==> config.mk <==
export PLATFORM = sky130hd
export DESIGN_NAME = art_update
export DESIGN_NICKNAME = d
export VERILOG_FILES = /design/src/rtl/art_pkg.sv /design/src/rtl/art_update.sv
export SDC_FILE = /design/constraint.sdc
export NUM_CORES = 1
export LEC_CHECK = 0
export BUFFER_PORTS_ARGS = -buffer_cell sky130_fd_sc_hd__buf_2
export CORE_ASPECT_RATIO = 0.6
export CORE_MARGIN = 10
export CORE_UTILIZATION = 54
export DETAILED_ROUTE_END_ITERATION = 10
export GPL_TIMING_DRIVEN = 0
export PLACE_DENSITY = 0.9
export SLEW_MARGIN = 20
export SYNTH_ARGS = -nofsm -noshare
export SYNTH_HDL_FRONTEND = slang
export SYNTH_SLANG_ARGS = --single-unit
==> constraint.sdc <==
create_clock -name vclk -period 4.1
set_clock_uncertainty 0.1 [all_clocks]
set_input_delay 0.41 -clock vclk [all_inputs]
set_output_delay 0.41 -clock vclk [all_outputs]
set_load 0.05 [all_outputs]
==> src/rtl/art_pkg.sv <==
// ----------------------------------------------------------------------------
// ACK RTT estimator package
// Shared status codes and the structs that travel along the slot chain.
// ----------------------------------------------------------------------------
package art_pkg;

  localparam int unsigned WordW = 32;

  typedef enum logic [2:0] {
    ST_STORED = 3'd0,
    ST_DUP    = 3'd1,
    ST_FULL   = 3'd2,
    ST_MATCH  = 3'd3,
    ST_MISS   = 3'd4
  } status_e;

  // Lookup beat that walks the slot chain, one cell per cycle.
  typedef struct packed {
    logic             valid;
    logic             op;
    logic [WordW-1:0] seq;
    logic [WordW-1:0] time_us;
    logic             hit;
    logic             free_seen;
    logic [WordW-1:0] hit_time;
  } tok_t;

  // Broadcast from the controller that changes one slot.
  typedef struct packed {
    logic             store;
    logic             clear;
    logic [WordW-1:0] seq;
    logic [WordW-1:0] time_us;
  } cmt_t;

endpackage

==> src/rtl/art_update.sv <==
// ----------------------------------------------------------------------------
// ACK RTT estimator smoothing update
// New variance (3*var + diff)/4 and new estimate (7*rtt + sample)/8.
// ----------------------------------------------------------------------------
module art_update (
  input  logic [art_pkg::WordW-1:0] rtt_i,
  input  logic [art_pkg::WordW-1:0] var_i,
  input  logic [art_pkg::WordW-1:0] sample_i,
  input  logic [art_pkg::WordW-1:0] diff_i,
  output logic [art_pkg::WordW-1:0] rtt_o,
  output logic [art_pkg::WordW-1:0] var_o
);

  logic [art_pkg::WordW+1:0] var_sum;
  logic [art_pkg::WordW+2:0] rtt_sum;

  // Multiplications by 3 and 7 are done as shift and add or subtract.
  assign var_sum = {1'b0, var_i, 1'b0} + {2'b00, var_i} + {2'b00, diff_i};
  assign rtt_sum = {rtt_i, 3'b000} - {3'b000, rtt_i} + {3'b000, sample_i};

  assign var_o = var_sum[art_pkg::WordW+1:2];
  assign rtt_o = rtt_sum[art_pkg::WordW+2:3];

endmodule

==> run summary <==
final setup fails: 0
GR met3 Demand/Resource: 0.0340
layout cell share with drive strength beyond 1: 0.259
Startpoint Class: input pin
Slew headroom: 0.663
hold_sp: rtt_i[31]
Die H: 97.2 microns
GR Util met2: 0.337
kind of critical path: in2out
Detail Route Antenna Nets: 0
YS warnings: 0
max-slew violations: 0
Distinct cells, synth: 67
GRT Resource Usage Total: 0.215
global-route wire length before repair: 27000 microns
Vias/cell: 5.55
CP Data Arrival Time: 3.45 ns
drt drc: 0
drt first-iter violations: 513
Core ar.: 0.00977 sq mm
Fillers: 861
Tot Pwr: 3.10 mW
crit path max fanout: 8
Seq Cell Count: 0
Tcrit/Tclk final: 0.966
sequential cell area: 0 sq um
Initial Util: 0.549
Final Hold Viols: 0
Worst setup EP type: output port
initial antenna violation count: 1
multi-input logic area: 0.00482 sq mm
area of the mapped netlist: 0.00537 sq mm
# hold bufs at CTS: 0
Slew @ Worst Pin: 0.499 ns
gate count after technology mapping: 708
WL/cell: 16.1 microns
vias in the first global route: 5600
WP data required: 3.59 ns
f_max: 252 MHz
number of port buffers: 192
GR Util met1: 0.310
PwrDens: 472 mW/mm^2
die area: 0.0145 sq mm
P_leak: 3.50 nW
fin crit period: 3.96 ns
Layout Cells excl Fill: 1033
Die Wd: 149 microns
Mapped Nets: 962
clock buffers: 0
Hold Path Class: in2out
largest net degree at the start of global routing: 11
Mean Syn Cell Area: 7.58 sq um
Area Growth Syn to Fin: 22.1%
dpl cells: 1035
setup TNS: 0 ns
Worst VDD drop: 326 uV
total grt overflow: 0
worst hold slack: 1.24 ns
Setup WS post-layout: 0.139 ns
first-pass iteration count of the detailed router: 7
Vias: 5738
WHS Path Cells: 4
Hold Path End: rtt_o[31]
Post-DP HPWL: 15000 microns
sequential share of the synthesized area: 0
max-cap viol count: 0
dpl ws: 0.0192 ns
Ports: 192
Routed WL: 16700 microns
status: complete, no violations
GP Congestion: 0.928
GR peak layer: met2
row cnt: 28
fin nets: 1152
## power breakdown
group	leakage, nW	switching [mW]	internal (mW)	total, mW
Combinational	3.50	2.21	0.890	3.10
Clock	0.0000127	0	0.0000000654	0.0000000654
Sequential	0	0	0	0
## through the flow
stage	cell area, sq um	util
after floorplan	5370	-
after global placement	6500	0.665
after detailed placement	6500	0.665
after CTS	6500	0.665
after global routing	6550	0.670
final	6560	0.671
## placed cells by master, fill, tap and decap left out, types with 3 or more instances in the layout
cell and instances:
inv_1 136, or3_1 3, nor2_1 40, o21bai_1 9, and3_1 4, o31ai_1 4
a211oi_1 3, a21oi_1 66, xor2_1 23, o21ai_1 3, a21o_1 27, nand3_1 13
fa_1 61, nand4_1 20, o22ai_1 3, ha_1 65, nor2b_1 8, clkbuf_1 6
a221oi_1 3, nand2_1 40, nand2b_1 3, o21a_1 6, and2_1 6, o21ai_0 37
a31oi_1 3, buf_2 196, nor3_1 7, xnor2_1 35, a21oi_2 6, a211o_1 3
clkbuf_4 3
## timing repair
item | 4_1_cts | 5_1_grt
setup endpoints to repair | 0 | 13
resized for setup | 0 | 16
buffers inserted | 0 | 1
hold endpoints to repair | 0 | 0
## synthesized netlist by cell type, drive strengths merged, types with 5 or more instances
cell type  number  share of area
a21o           27          0.038
a21oi          73          0.073
and2            6         0.0070
buf             9         0.0082
clkbuf         11         0.0079
fa             61           0.23
ha             65           0.15
inv           136          0.095
nand2          40          0.028
nand3          13          0.012
nand4          21          0.026
nor2           41          0.029
nor2b           8         0.0093
nor3            9         0.0084
o21a            6         0.0084
o21ai          40          0.037
o21bai         10          0.014
o31ai           5         0.0096
xnor2          35          0.057
xor2           23          0.038
## worst max-delay path: stages
cell and delay, ns:
buf_2 0.12, inv_1 0.07, fa_1 0.53, inv_1 0.05, ha_1 0.30, buf_2 0.18
a21oi_1 0.20, o21ai_0 0.13, a32oi_1 0.32, o211ai_4 0.17, a311o_1 0.39, a21oi_2 0.16
xnor2_1 0.14, buf_2 0.29
## worst max path at each step
stage / startpoint / to / slack, ns / cells after the start
6_report: rtt_i[10] / rtt_o[21] / 0.14 / 14
5_1_grt: rtt_i[7] / rtt_o[24] / -0.02 / 13
4_1_cts: rtt_i[16] / rtt_o[30] / 0.01 / 14
3_5_place_dp: rtt_i[16] / rtt_o[30] / 0.02 / 14
3_3_place_gp: rtt_i[16] / rtt_o[30] / 0.05 / 14
2_1_floorplan: rtt_i[10] / rtt_o[25] / 0.01 / 11
## routing by layer
layer,part of all wire,up-vias,wire [microns]
met3,0.097,25,1620
met4,0.015,0,246
met2,0.43,295,7210
met1,0.46,2624,7600
met5,0,-,0
li1,-,2794,-
## kinds of logic (layout without fill, tap and decap cells)
family | Yosys count | after routing | share of synthesized area
and+or+nand+nor | 162 | 162 | 0.153
AOI/OAI and AO/OA | 204 | 204 | 0.259
buffers and inverters | 156 | 344 | 0.111
adders and majority gates | 126 | 126 | 0.379
muxes | 2 | 2 | 0.00373
other | 0 | 2 | 0
xor gates and xnor gates | 58 | 58 | 0.0946
## area by class of cell
class	count	share of cell area
tap	135	0.0258
inverter	136	0.0779
buffer	15	0.0103
antenna	2	0.000764
multi-input combinational	552	0.736
timing repair buffer	193	0.149
Note: power is estimated with default switching activity, not from simulation.
