`config.mk`:
```
export PLATFORM = sky130hd
export DESIGN_NAME = art_cell
export DESIGN_NICKNAME = d
export VERILOG_FILES = /design/src/rtl/art_pkg.sv /design/src/rtl/art_cell.sv
export SDC_FILE = /design/constraint.sdc
export NUM_CORES = 1
export LEC_CHECK = 0
export ABC_AREA = 1
export BUFFER_PORTS_ARGS = -buffer_cell sky130_fd_sc_hd__buf_2
export CAP_MARGIN = 20
export CORE_MARGIN = 8
export CORE_UTILIZATION = 41
export DETAILED_ROUTE_END_ITERATION = 12
export HOLD_SLACK_MARGIN = 0.06
export PLACE_DENSITY_LB_ADDON = 0.15
export SLEW_MARGIN = 25
export SYNTH_ARGS = -nofsm -noshare
export SYNTH_HDL_FRONTEND = slang
export SYNTH_SLANG_ARGS = --single-unit
```
`constraint.sdc`:
```
create_clock -name clk_i -period 1.45 [get_ports clk_i]
set_input_delay 0 -clock clk_i [delete_from_list [all_inputs] [get_ports clk_i]]
set_output_delay 0 -clock clk_i [all_outputs]
set_load 0.05 [all_outputs]
```
`src/rtl/art_pkg.sv`:
```
// ----------------------------------------------------------------------------
// ACK RTT estimator package
// Shared status codes and the structs that travel along the slot chain.
// ----------------------------------------------------------------------------
package art_pkg;

  localparam int unsigned WordW = 32;

  typedef enum logic [2:0] {
    ST_STORED = 3'd0,
    ST_DUP    = 3'd1,
    ST_FULL   = 3'd2,
    ST_MATCH  = 3'd3,
    ST_MISS   = 3'd4
  } status_e;

  // Lookup beat that walks the slot chain, one cell per cycle.
  typedef struct packed {
    logic             valid;
    logic             op;
    logic [WordW-1:0] seq;
    logic [WordW-1:0] time_us;
    logic             hit;
    logic             free_seen;
    logic [WordW-1:0] hit_time;
  } tok_t;

  // Broadcast from the controller that changes one slot.
  typedef struct packed {
    logic             store;
    logic             clear;
    logic [WordW-1:0] seq;
    logic [WordW-1:0] time_us;
  } cmt_t;

endpackage

```
`src/rtl/art_cell.sv`:
```
// ----------------------------------------------------------------------------
// ACK RTT estimator slot cell
// Holds one outstanding sequence number and its send time, checks the passing
// lookup beat against it and hands the beat to the next cell.
// ----------------------------------------------------------------------------
module art_cell #(
  parameter int unsigned IdxW    = 5,
  parameter int unsigned CellIdx = 0
) (
  input  logic                clk_i,
  input  logic                rst_ni,
  input  art_pkg::tok_t       tok_i,
  input  logic [IdxW-1:0]     hit_idx_i,
  input  logic [IdxW-1:0]     free_idx_i,
  output art_pkg::tok_t       tok_o,
  output logic [IdxW-1:0]     hit_idx_o,
  output logic [IdxW-1:0]     free_idx_o,
  input  art_pkg::cmt_t       cmt_i,
  input  logic [IdxW-1:0]     cmt_idx_i
);

  localparam logic [IdxW-1:0] MyIdx = IdxW'(CellIdx);

  logic                      valid_q;
  logic [art_pkg::WordW-1:0] seq_q;
  logic [art_pkg::WordW-1:0] time_q;

  art_pkg::tok_t   tok_d, tok_q;
  logic [IdxW-1:0] hit_idx_d, hit_idx_q;
  logic [IdxW-1:0] free_idx_d, free_idx_q;
  logic            hit_here;
  logic            sel;

  assign hit_here = valid_q && (seq_q == tok_i.seq);
  assign sel      = (cmt_idx_i == MyIdx);

  // The first matching cell and the first empty cell along the chain win.
  always_comb begin
    tok_d      = tok_i;
    hit_idx_d  = hit_idx_i;
    free_idx_d = free_idx_i;
    if (!tok_i.hit && hit_here) begin
      tok_d.hit      = 1'b1;
      tok_d.hit_time = time_q;
      hit_idx_d      = MyIdx;
    end
    if (!tok_i.free_seen && !valid_q) begin
      tok_d.free_seen = 1'b1;
      free_idx_d      = MyIdx;
    end
  end

  always_ff @(posedge clk_i or negedge rst_ni) begin
    if (!rst_ni) begin
      tok_q   <= '0;
      valid_q <= 1'b0;
    end else begin
      tok_q <= tok_d;
      if (sel && cmt_i.store) begin
        valid_q <= 1'b1;
      end else if (sel && cmt_i.clear) begin
        valid_q <= 1'b0;
      end
    end
  end

  always_ff @(posedge clk_i) begin
    hit_idx_q  <= hit_idx_d;
    free_idx_q <= free_idx_d;
    if (sel && cmt_i.store) begin
      seq_q  <= cmt_i.seq;
      time_q <= cmt_i.time_us;
    end
  end

  assign tok_o      = tok_q;
  assign hit_idx_o  = hit_idx_q;
  assign free_idx_o = free_idx_q;

endmodule

```
==> results.txt, run 1 <==
----------------------------------------------------
[Route]
  Total wirelength of the detailed-routed design ... 19200 µm
  Per-cell via count in the routed design ... 4.44
  Number of optimization iterations in the first detailed-route pass ... 4
  Routed len/inst ... around 17 µm
  Initial DRC Count ... 182
  DR vias ... just over 5k
  Total DRC errors in the routed layout ... 0
  Detail Route Antenna Nets ... 0

[Layout]
  Layout Area Growth over Synthesis ... 71.7%
  Most common library cell in the layout ignoring fill and taps ... sky130_fd_sc_hd__buf_2
  Layout cells sized above 1 ... 37.1%
  Final Non-Filler Cells ... 1143
  Design area ... 10100 µm²
  Number of nets in the layout ... 1127
  Most frequent cells in the layout ... 291 x sky130_fd_sc_hd__buf_2, 178 x sky130_fd_sc_hd__dlygate4sd3_1, 129 x sky130_fd_sc_hd__nand2_1

[STA]
  Aggregate negative setup slack ... -4200 ps
  Part of the cycle the worst path needs ... 109%
  Smallest hold slack ... 153 ps
  Tmin final ... between 1500 and 2000 ps
  Headroom to the max-slew limit ... 64.6%
  Final number of hold-violating endpoints ... 0
  Peak clock frequency supported by timing ... 630 MHz
  Post-route worst setup slack ... -136 ps
  Pins over their slew limit ... 0
  RSZ-0062 raised after global routing ... yes
  Layout Skew ... 7.70 ps
  Final-report setup violation count ... 38
  Slew of the pin with the lowest slew margin ... 531 ps

[Clock network]
  TritonCTS clock tree ... built
  Cell at the root of the clock tree ... sky130_fd_sc_hd__clkbuf_16
  H-Tree Depth ... 4
  Maximum root-to-sink buffer count ... 2
  Clock latency on the worst-skew pair ... 430 ps
  Number of clock sinks seen by CTS ... ~180
  Clock buffer count from CTS ... 17
  Clock edge transition at the registers on the reported setup and hold paths ... 60 ps

[Synth]
  Post-synthesis sequential area ratio ... 78.7%
  Compound-cell area share of the yosys netlist ... less than 1%
  Mux contribution to synthesized area ... 0%
  Post-synthesis area per instance ... around 13 µm²
  Combinational family with the most area after synthesis ... simple AND/OR/NAND/NOR gates
  XOR/XNOR Fraction of Synth Area ... 1.04%
  Yosys reg bits ... roughly 180
  Number of distinct library cell variants in the gate-level netlist after synthesis ... 26
  Instance count of the mapped netlist ... between 400 and 500
  Area of the mapped netlist ... 5910 µm²
  Post-synthesis share of cell area spent on and, or, nand and nor gates ... 15.0%
  Synth Net Count ... 637
  Adder and majority gate portion of the synthesized area ... 0%
  Number of warning messages in the yosys log ... 0

[Floorplan]
  Std cell rows ... between 40 and 50
  Initial standard-cell utilization of the core ... between 40% and 50%
  Die Area ... around 19000 µm²
  Area inside the core boundary ... 14300 µm²
  Die height ... about 140 µm
  Die Wd ... 136 µm
  Boundary Pins ... slightly below 300

[GRT]
  Pin count of the biggest net entering global routing ... 102
  Met2 capacity usage during global routing ... 37.1%
  All-layer global routing usage ... 20.4%
  Met1 track utilization from global routing ... about a fifth
  Global route hottest layer ... met2
  Antenna violations before repair ... 1
  Vias in the first global route ... a little under 6k
  First-pass GRT wire length ... 28900 µm
  Met3 Track Usage GR ... 7.35%
  GRT Residual Overflow ... 0

[Run status]
  Violated checks ... setup timing
  Run status ... finished with violations

[Pwr]
  PD cells ... 1150 nW/µm²
  Leak ... 4.95 nW
  Worst supply voltage drop on vdd ... 0.674 mV
  Overall power consumption ... 11.6 mW

[Worst setup path]
  Endpoint type of the worst setup path ... flop
  Critical path origin ... seq_q[27]
  Critical path type ... reg -> reg
  Crit path arrival time ... 1900 ps
  Peak fanout along the critical path ... 37
  Required time reported for the critical path endpoint ... 1760 ps
  R2r startpoint ... seq_q[27]
  Critical path startpoint category ... flop

[Min path]
  Hold Path Origin ... tok_i[33]
  Class of the most critical hold timing path ... in -> reg

[Placement]
  Post-Place Cells ... ~930
  IO buf count ... 292
  Dpl hpwl ... between 10000 and 15000 µm
  Final RePlAce weighted congestion ... 0.754
  Placed instance area ... slightly below 8000 µm²

[Flow run]
  Count of max-cap constraint violations ... 0

----------------------------------------------------
-- stage by stage --
step	setup WS [ps]	util [%]
after floorplan	-84.9	-
after global placement	-136	53.7
after detailed placement	-192	53.7
after CTS	-154	70.4
after global routing	-336	70.9
final	-136	70.9
-- logic make-up (layout without fill, tap and decap cells) --
| group | Yosys count | count (layout) |
|---|---|---|
| other | 0 | 2 |
| DFF | 175 | 175 |
| buffers and inverters | 63 | 566 |
| xor gates and xnor gates | 7 | 7 |
| and+or+nand+nor | 201 | 201 |
| AOI/OAI and AO/OA | 8 | 8 |
-- per-layer routing --
layer | part of all wire (%) | wire length (µm) | up-vias
li1 | - | - | 2450
met1 | 36 | 6840 | 2365
met2 | 53 | 10200 | 212
met3 | 8.2 | 1570 | 47
met4 | 2.7 | 520 | 0
met5 | 0 | 0 | -
-- final timing paths --
path / to / depth (start not counted) / slack, ps
max reg2reg: tok_o[18] / 12 / -140
max in group asynchronous: tok_o[68] / 3 / 840
min reg2reg: tok_o[17] / 2 / 500
min: tok_o[11] / 6 / 150
min in group asynchronous: tok_o[41] / 3 / 210
max: tok_o[18] / 12 / -140
-- final cells by class --
| type | count | area (µm²) |
|---|---|---|
| Antenna cell | 2 | 5.00 |
| Clock buffer | 21 | 493 |
| Clock inverter | 11 | 98.8 |
| Fill cell | 995 | 4170 |
| Inverter | 51 | 195 |
| Multi-Input combinational cell | 216 | 1030 |
| Sequential cell | 175 | 4650 |
| Tap cell | 184 | 230 |
| Timing Repair Buffer | 483 | 3450 |
-- what timing repair did --
action,4_1_cts,5_1_grt
endpoints found under the setup margin,38,38
cloned,0,1
pin swaps,0,2
buffers inserted,0,2
resized for setup,2,5
hold endpoints to repair,275,0
hold buffers,178,0
-- sequential cells by signal, summed over array words and instances (netlist names) --
signal      flops
time_q         32
tok_o         100
free_idx_o      5
hit_idx_o       5
valid_q         1
seq_q          32
-- worst max-delay path: stages, from the launching register on --
cell                       delay [ps]
sky130_fd_sc_hd__edfxtp_1         390
sky130_fd_sc_hd__inv_2             70
sky130_fd_sc_hd__nor2_1            30
sky130_fd_sc_hd__nor2_1            90
sky130_fd_sc_hd__nand3_1           70
sky130_fd_sc_hd__nor2_1            90
sky130_fd_sc_hd__nand2_1           90
sky130_fd_sc_hd__nor2_4           110
sky130_fd_sc_hd__buf_12           130
sky130_fd_sc_hd__nand3_4           80
sky130_fd_sc_hd__buf_12           170
sky130_fd_sc_hd__nand2_1           80
sky130_fd_sc_hd__nand2_1           60
-- cell usage after synthesis (all sizes together) --
library cell | count | area, µm²
o21ai | 6 | 30.0
nand3 | 4 | 32.5
dfrtp | 101 | 2530
and3 | 1 | 6.26
or2 | 2 | 12.5
nor2 | 27 | 120
o22ai | 2 | 12.5
buf | 9 | 63.8
nor3 | 1 | 5.00
inv | 50 | 188
dfxtp | 10 | 200
xnor2 | 7 | 61.3
and2 | 1 | 6.26
clkbuf | 3 | 11.3
edfxtp | 64 | 1920
nand4 | 33 | 206
clkinv | 1 | 3.75
nand2 | 132 | 498
-- power by group --
part / internal, mW / leakage (nW) / switching, mW
clock: 2.63 / 0.296 / 1.88
combinational: 0.682 / 2.82 / 1.05
sequential: 5.32 / 1.84 / 0.0581
No activity file was read; power rests on OpenSTA's default activity.
==> inputs of run 2 (changes only) <==
- CORE_MARGIN: 8 -> 5
==> results.txt, run 2 (synthesized netlist as in run 1, its figures left out) <==
----------------------------------------------------
[Floorplan]
  Initial standard-cell utilization of the core ... 42.2% (+0.96 points)
  Std cell rows ... 43 (-2.3%)
  Area inside the core boundary ... 14000 µm² (-2.3%)
  Boundary Pins ... 293 (unchanged)
  Die Area ... 16900 µm² (-8.6%)
  Die height ... 130 µm (-4.4%)
  Die Wd ... 130 µm (-4.4%)

[Clock network]
  TritonCTS clock tree ... built
  Number of clock sinks seen by CTS ... 175 (unchanged)
  H-Tree Depth ... 4 (unchanged)
  Clock latency on the worst-skew pair ... 420 ps (about the same)
  Clock edge transition at the registers on the reported setup and hold paths ... 60 ps (about the same)
  Clock buffer count from CTS ... 17 (unchanged)
  Maximum root-to-sink buffer count ... 2 (unchanged)
  Cell at the root of the clock tree ... sky130_fd_sc_hd__clkbuf_16

[Worst setup path]
  Required time reported for the critical path endpoint ... 1800 ps (+40 ps)
  R2r setup slk ... -160 ps (-20 ps)
  Crit path arrival time ... 1960 ps (+60 ps)
  Endpoint type of the worst setup path ... flop
  Capture point of the worst reg-to-reg path ... tok_o[20]
  Critical path type ... reg -> reg
  Peak fanout along the critical path ... 17 (-54%)
  Number of cells on the worst reg-to-reg path ... 11 (-1)
  Critical path startpoint category ... flop
  R2r startpoint ... seq_q[12]

[Route]
  Initial DRC Count ... 243 (+34%)
  Routed len/inst ... 16.2 µm (-3.4%)
  Top Layer Used ... met4
  Met3 WL ... 1470 µm (-6.3%)
  Per-cell via count in the routed design ... 4.53 (+2.1%)
  Total DRC errors in the routed layout ... 0 (unchanged)
  Post-Route M1 WL ... 6570 µm (-3.9%)
  Number of optimization iterations in the first detailed-route pass ... 4 (unchanged)
  DR vias ... 5160 (+1.7%)
  Total wirelength of the detailed-routed design ... 18500 µm (-3.7%)
  Detail Route Antenna Nets ... 0 (unchanged)
  Total met2 wirelength after detailed routing ... 9710 µm (-5.1%)

[Pwr]
  PD cells ... 1110 nW/µm² (-3.1%)
  Worst supply voltage drop on vdd ... 0.660 mV (-2.1%)
  Overall power consumption ... 11.2 mW (-3.7%)
  Leak ... 4.93 nW (-0.45%)

[Placement]
  IO buf count ... 292 (unchanged)
  Final RePlAce weighted congestion ... 0.822 (+9.0%)
  Post-placement worst setup slack ... -131 ps (+60.9 ps)
  Placed instance area ... 7700 µm² (about the same)
  Dpl hpwl ... 11800 µm (-6.6%)

[Min path]
  Class of the most critical hold timing path ... in -> async

[STA]
  Final number of hold-violating endpoints ... 0 (unchanged)
  Slew of the pin with the lowest slew margin ... 332 ps (-199 ps)
  Peak clock frequency supported by timing ... 621 MHz (-1.5%)
  Part of the cycle the worst path needs ... 111% (+1.7 points)
  Final-report setup violation count ... 38 (unchanged)
  Tmin final ... 1610 ps (+24.2 ps)
  Headroom to the max-slew limit ... 77.9% (+13 points)
  Aggregate negative setup slack ... -4120 ps (+83.9 ps)
  Pins over their slew limit ... 0 (unchanged)
  Layout Skew ... 8.62 ps (+0.915 ps)
  RSZ-0062 raised after global routing ... yes
  Post-route worst setup slack ... -161 ps (-24.2 ps)

[Run status]
  Run status ... finished with violations
  Violated checks ... setup timing

[Layout]
  Layout Area Growth over Synthesis ... 70.6%
  Number of flip-flops in the largest register ... 100 (unchanged)
  Ant. Diodes ... 0 (-2)
  Most common library cell in the layout ignoring fill and taps ... sky130_fd_sc_hd__buf_2
  Design area ... 10100 µm² (-0.67%)
  Layout filler cell count ... 951 (-4.4%)
  Layout cells sized above 1 ... 36.7% (-0.39 points)
  Most frequent cells in the layout ... 291 x sky130_fd_sc_hd__buf_2, 178 x sky130_fd_sc_hd__dlygate4sd3_1, 129 x sky130_fd_sc_hd__nand2_1
  Number of nets in the layout ... 1129 (+0.18%)

[Flow run]
  Count of max-cap constraint violations ... 0 (unchanged)

[GRT]
  All-layer global routing usage ... 22.1% (+1.7 points)
  Pin count of the biggest net entering global routing ... 63 (-38%)
  Vias in the first global route ... 5666 (-2.6%)
  Antenna violations before repair ... 0 (-1)
  First-pass GRT wire length ... 28500 µm (-1.4%)
  GRT Residual Overflow ... 0 (unchanged)

----------------------------------------------------
-- run 2: per-stage QoR --
step / hold WS [ps] / std cells / util (%)
floorplan: -296 / 454 / -
global placement: 1.91 / 924 / 55.0
detailed placement: 12.2 / 924 / 55.0
CTS: 105 / 1134 / 71.5
global route: 145 / 1139 / 72.0
finish: 129 / 1139 / 72.0
-- run 2: layout make-up --
class	instances	area [µm²]	area share (%)
Timing Repair Buffer	485	3460	34.3
Sequential cell	175	4650	46.1
Inverter	51	195	1.94
Clock buffer	26	489	4.85
Clock inverter	6	33.8	0.335
Multi-Input combinational cell	216	1030	10.2
Tap cell	180	225	2.23
-- run 2: repair_timing --
item | 4_1_cts | 5_1_grt
setup buffers | 0 | 3
setup endpoints to repair | 38 | 38
cloned | 0 | 2
pin swaps | 0 | 8
resized for setup | 1 | 4
hold buffers | 178 | 0
endpoints found under the hold margin | 275 | 0
-- run 2: metal layers --
layer / GRT usage [%] / vias to the layer above
li1: - / 2453
met1: 23.7 / 2393
met2: 39.1 / 252
met4: 11.7 / 0
met3: 6.79 / 62
met5: 0 / -
-- run 2: power breakdown --
part	total (mW)	internal [mW]	switching, mW	leakage, nW
logic	1.73	0.689	1.04	2.83
clock network	4.08	2.32	1.75	0.263
registers	5.38	5.32	0.0558	1.84
-- run 2: worst max-delay path: stages (launching register included) --
cell and delay (ps):
sky130_fd_sc_hd__edfxtp_1 390, sky130_fd_sc_hd__nand2_1 90, sky130_fd_sc_hd__nand2_1 50, sky130_fd_sc_hd__nor2_1 110
sky130_fd_sc_hd__nand2_1 70, sky130_fd_sc_hd__nor2_1 120, sky130_fd_sc_hd__nand2_2 100, sky130_fd_sc_hd__nor2_8 110
sky130_fd_sc_hd__buf_4 130, sky130_fd_sc_hd__buf_12 140, sky130_fd_sc_hd__nand4_1 120, sky130_fd_sc_hd__nand2_1 100
-- run 2: how the worst max path moves through the flow --
| stage | end | cells after the start | start | slack, ps |
|---|---|---|---|---|
| global placement | tok_o[20] | 11 | seq_q[29] | -70 |
| CTS | tok_o[31] | 11 | seq_q[19] | -150 |
| floorplan | seq_q[0] | 4 | cmt_idx_i[1] | -80 |
| detailed placement | tok_o[31] | 11 | seq_q[19] | -130 |
| global route | tok_o[15] | 11 | seq_q[12] | -280 |
| finish | tok_o[20] | 11 | seq_q[12] | -160 |
==> inputs of run 3 (changes only) <==
- CORE_UTILIZATION: 41 -> 43
- CTS_BUF_LIST: not set -> sky130_fd_sc_hd__clkbuf_4
==> results.txt, run 3 <==
----------------------------------------------------
[Run status]
  Run status ... did not finish
  Last stage reached ... clock tree synthesis (4_1_cts)
  Error that ended the run ... [ERROR RSZ-0060] Max buffer count reached.

[Synth]
  Commonest cells post-synth ... 131 x sky130_fd_sc_hd__nand2_1, 101 x sky130_fd_sc_hd__dfrtp_1, 64 x sky130_fd_sc_hd__edfxtp_1, 44 x sky130_fd_sc_hd__inv_1, 33 x sky130_fd_sc_hd__nand4_1
  Cell types with the largest area share after synthesis ... sky130_fd_sc_hd__dfrtp_1 43%, sky130_fd_sc_hd__edfxtp_1 33%, sky130_fd_sc_hd__nand2_1 8.3%
  Most used standard cell by instance count after synthesis ... sky130_fd_sc_hd__nand2_1
  Post-synthesis area per instance ... 13.0 µm² (unchanged)
  Post-synthesis share of cell area spent on and, or, nand and nor gates ... 15.0% (unchanged)
  Post-synthesis sequential area ratio ... 78.7% (unchanged)
  XOR/XNOR Fraction of Synth Area ... 1.04% (unchanged)
  Combinational family with the most area after synthesis ... simple AND/OR/NAND/NOR gates
  Number of warning messages in the yosys log ... 0 (unchanged)
  Mux contribution to synthesized area ... 0% (unchanged)
  Synth Net Count ... 637 (unchanged)
  Compound-cell area share of the yosys netlist ... 0.720% (unchanged)
  Yosys reg bits ... 175 (unchanged)
  Number of distinct library cell variants in the gate-level netlist after synthesis ... 26 (unchanged)
  Adder and majority gate portion of the synthesized area ... 0% (unchanged)
  Fraction of synthesis flops using an asynchronous set or reset pin ... 57.7% (unchanged)
  Dominant synthesized flop cell ... sky130_fd_sc_hd__dfrtp_1
  Area of the mapped netlist ... 5910 µm² (unchanged)
  Yosys top cell area share ... 42.8% (unchanged)
  Number of flops mapped to enable cells by yosys ... 64 (unchanged)
  Synth area leader ... sky130_fd_sc_hd__dfrtp_1
  Instance count of the mapped netlist ... 454 (unchanged)

[Clock network]
  Resized Gates After CTS ... 4 (+3)
  Cell at the root of the clock tree ... sky130_fd_sc_hd__clkbuf_4
  Buffer count from post-CTS setup fixing ... 0 (unchanged)
  H-Tree Depth ... 4 (unchanged)
  Clock buffer count from CTS ... 17 (unchanged)
  Number of clock sinks seen by CTS ... 175 (unchanged)
  Maximum root-to-sink buffer count ... 2 (unchanged)
  Post-CTS Hold Buffers ... 192 (+7.9%)

[Placement]
  IO buf count ... 292 (unchanged)
  Dpl hpwl ... 12200 µm (+3.3%)
  Post-placement worst setup slack ... -180 ps (-49.1 ps)
  Final RePlAce weighted congestion ... 0.872 (+6.2%)

[Floorplan]
  Boundary Pins ... 293 (unchanged)
  Initial standard-cell utilization of the core ... 44.3% (+2.0 points)
  Std cell rows ... 42 (-2.3%)
  Die Wd ... 127 µm (-2.2%)
  Die height ... 127 µm (-2.2%)

----------------------------------------------------
run 3: cell counts after synthesis:
No cell type changed its count.
run 3: cell families after synthesis:
kind of cell / after synthesis
and+or+nand+nor: 201
DFF: 175
AOI/OAI and AO/OA: 8
xor gates and xnor gates: 7
buffers and inverters: 63
run 3: per-stage QoR:
stage	cell area, µm²	std cells
floorplan	5930	454
global placement	7680	922
detailed placement	7680	922
==> inputs of run 4 (changes only) <==
- CORE_UTILIZATION: 43 -> 30
- CTS_BUF_LIST: sky130_fd_sc_hd__clkbuf_4 -> not set
- HOLD_SLACK_MARGIN: 0.06 -> not set
- clock period: 1.45 -> 1.9 ns (I/O delays scaled with it)
==> results.txt, run 4 (synthesized netlist as in run 1, its figures left out) <==
----------------------------------------------------
[Layout]
  Layout cells sized above 1 ... between 30% and 40%
  Layout filler cell count ... 1710
  Number of nets in the layout ... 1123
  Area occupied by multi-input gates ... 996 µm²
  Final Non-Filler Cells ... 1218
  Ant. Diodes ... 0
  Most common library cell in the layout ignoring fill and taps ... sky130_fd_sc_hd__buf_2
  Layout Area Growth over Synthesis ... 71.6%
  Design area ... a little over 10000 µm²
  Most frequent cells in the layout ... 291 x sky130_fd_sc_hd__buf_2, 179 x sky130_fd_sc_hd__dlygate4sd3_1, 131 x sky130_fd_sc_hd__nand2_1
  Sequential cell area ... 4650 µm²
  Number of flip-flops in the largest register ... 100

[GRT]
  All-layer global routing usage ... 15.9%
  Antenna violations before repair ... 0
  Vias in the first global route ... ~5.6k
  Pin count of the biggest net entering global routing ... 54
  GRT Residual Overflow ... 0
  First-pass GRT wire length ... 27700 µm

[Pwr]
  PD cells ... 864 nW/µm²
  Worst supply voltage drop on vdd ... 0.545 mV
  Leak ... 4.89 nW
  Overall power consumption ... 8.76 mW

[Route]
  Total wirelength of the detailed-routed design ... between 15000 and 20000 µm
  Initial DRC Count ... 140
  Routed len/inst ... 14.8 µm
  DR vias ... between 4k and 5k
  Total DRC errors in the routed layout ... 0
  Detail Route Antenna Nets ... 0
  Number of optimization iterations in the first detailed-route pass ... 4
  Per-cell via count in the routed design ... 4.09

[Floorplan]
  Area inside the core boundary ... 19400 µm²
  Die Area ... 22600 µm²
  Boundary Pins ... 293 (unchanged)
  Initial standard-cell utilization of the core ... 30.5% (-14 points)
  Std cell rows ... 51 (+21%)
  Die height ... 150 µm (+18%)
  Die Wd ... 150 µm (+18%)

[Placement]
  Post-Place Cells ... 1007 (+9.2%)
  Placed instance area ... 7770 µm² (+1.2%)
  IO buf count ... 292 (unchanged)
  Dpl hpwl ... 12100 µm (-0.55%)
  Final RePlAce weighted congestion ... 0.735 (-16%)

[Worst setup path]
  Crit path largest cell delay ... roughly 860 ps
  Cell with the most instances on the worst path ... sky130_fd_sc_hd__dlygate4sd3_1
  Critical path startpoint category ... input pin
  Capture point of the worst reg-to-reg path ... tok_o[22]
  Peak fanout along the critical path ... 12
  Master of the slowest instance on the critical path ... sky130_fd_sc_hd__dlygate4sd3_1
  Crit path arrival time ... 2160 ps
  Number of cells on the worst reg-to-reg path ... 11
  Endpoint type of the worst setup path ... async pin
  Dominant delay contributor by cell family on the critical path ... buffers and inverters
  Cell Chain, Critical Path ... dlygate4sd3_1, dlygate4sd3_1, buf_4, dlygate4sd3_1
  R2r startpoint ... seq_q[12]
  Critical path type ... in -> async
  Required time reported for the critical path endpoint ... 2450 ps
  R2r setup slk ... 320 ps
  Critical path buffer and inverter count ... 4

[Clock network]
  Clock latency on the worst-skew pair ... 420 ps
  Number of clock sinks seen by CTS ... 175 (unchanged)
  Maximum root-to-sink buffer count ... 2 (unchanged)
  Resized Gates After CTS ... 0 (-4)
  Cell at the root of the clock tree ... sky130_fd_sc_hd__clkbuf_16
  TritonCTS clock tree ... built
  Clock buffer count from CTS ... 17 (unchanged)
  H-Tree Depth ... 4 (unchanged)
  Clock edge transition at the registers on the reported setup and hold paths ... 70 ps

[STA]
  Final-report setup violation count ... 0
  Final number of hold-violating endpoints ... 0
  Layout Skew ... roughly 12 ps
  Part of the cycle the worst path needs ... between 80% and 90%
  Aggregate negative setup slack ... 0 ps
  Tmin final ... 1610 ps
  Pins over their slew limit ... 0
  Smallest hold slack ... ~210 ps
  Headroom to the max-slew limit ... 63.8%
  Slew of the pin with the lowest slew margin ... 539 ps
  RSZ-0062 raised after global routing ... no
  Peak clock frequency supported by timing ... 623 MHz

[Flow run]
  Count of max-cap constraint violations ... 0

[Min path]
  Hold path depth ... 4
  Class of the most critical hold timing path ... in -> reg
  Sink of the worst hold path ... tok_o[1]
  Hold Path Origin ... tok_i[33]

[Run status]
  Run status ... complete, no violations

----------------------------------------------------
run 4: worst reg2reg max path, cell delays in order, from the launching register on:
cell	delay, ps
sky130_fd_sc_hd__edfxtp_1	390
sky130_fd_sc_hd__nand2_1	90
sky130_fd_sc_hd__nand2_1	50
sky130_fd_sc_hd__nor2_1	90
sky130_fd_sc_hd__nand2_1	70
sky130_fd_sc_hd__nor2_1	120
sky130_fd_sc_hd__nand2_2	110
sky130_fd_sc_hd__nor2_8	120
sky130_fd_sc_hd__nand3_4	80
sky130_fd_sc_hd__buf_12	190
sky130_fd_sc_hd__nand2_1	110
sky130_fd_sc_hd__nand2_1	50
run 4: cell type report:
class                           count  share of cell area [%]
Clock buffer                       20                    4.73
Multi-Input combinational cell    216                    9.82
Sequential cell                   175                    45.9
Tap cell                          265                    3.27
Clock inverter                     12                   0.950
Inverter                           51                    1.93
Timing Repair Buffer              479                    33.4
run 4: worst max path at each step:
stage               cells after the start  slack, ps         start         to
floorplan                               4        310  cmt_idx_i[1]   seq_q[0]
global placement                        8        330     seq_q[24]  tok_o[28]
detailed placement                      9        310      seq_q[0]  tok_o[22]
CTS                                     4        280        rst_ni  tok_o[33]
global route                           10        110      seq_q[6]  tok_o[28]
finish                                  4        290        rst_ni  tok_o[33]
run 4: layer usage:
layer  GRT usage (%)  share of wire (%)  vias to the layer above  wire (µm)
li1                -                  -                     2436          -
met1            17.4                 38                     2299       6800
met2            28.8                 52                      206       9300
met3            4.58                7.9                       35       1420
met4            6.54                2.6                        0        465
met5               0                  0                        -          0
run 4: power breakdown:
part	internal (mW)	switching (mW)	total [mW]
Combinational	0.523	0.785	1.31
Clock	1.86	1.49	3.35
Sequential	4.06	0.0408	4.10
Total	6.44	2.32	8.76
run 4: what timing repair did:
action                                  4_1_cts  5_1_grt
endpoints found under the setup margin        0        0
hold endpoints to repair                    275        0
hold buffers                                179        0
setup buffers                                 0        0
run 4: through the flow:
stage,setup WS [ps],util [%]
after floorplan,314,-
after global placement,326,40.1
after detailed placement,306,40.1
after CTS,285,52.3
after global routing,114,52.3
final,294,52.3
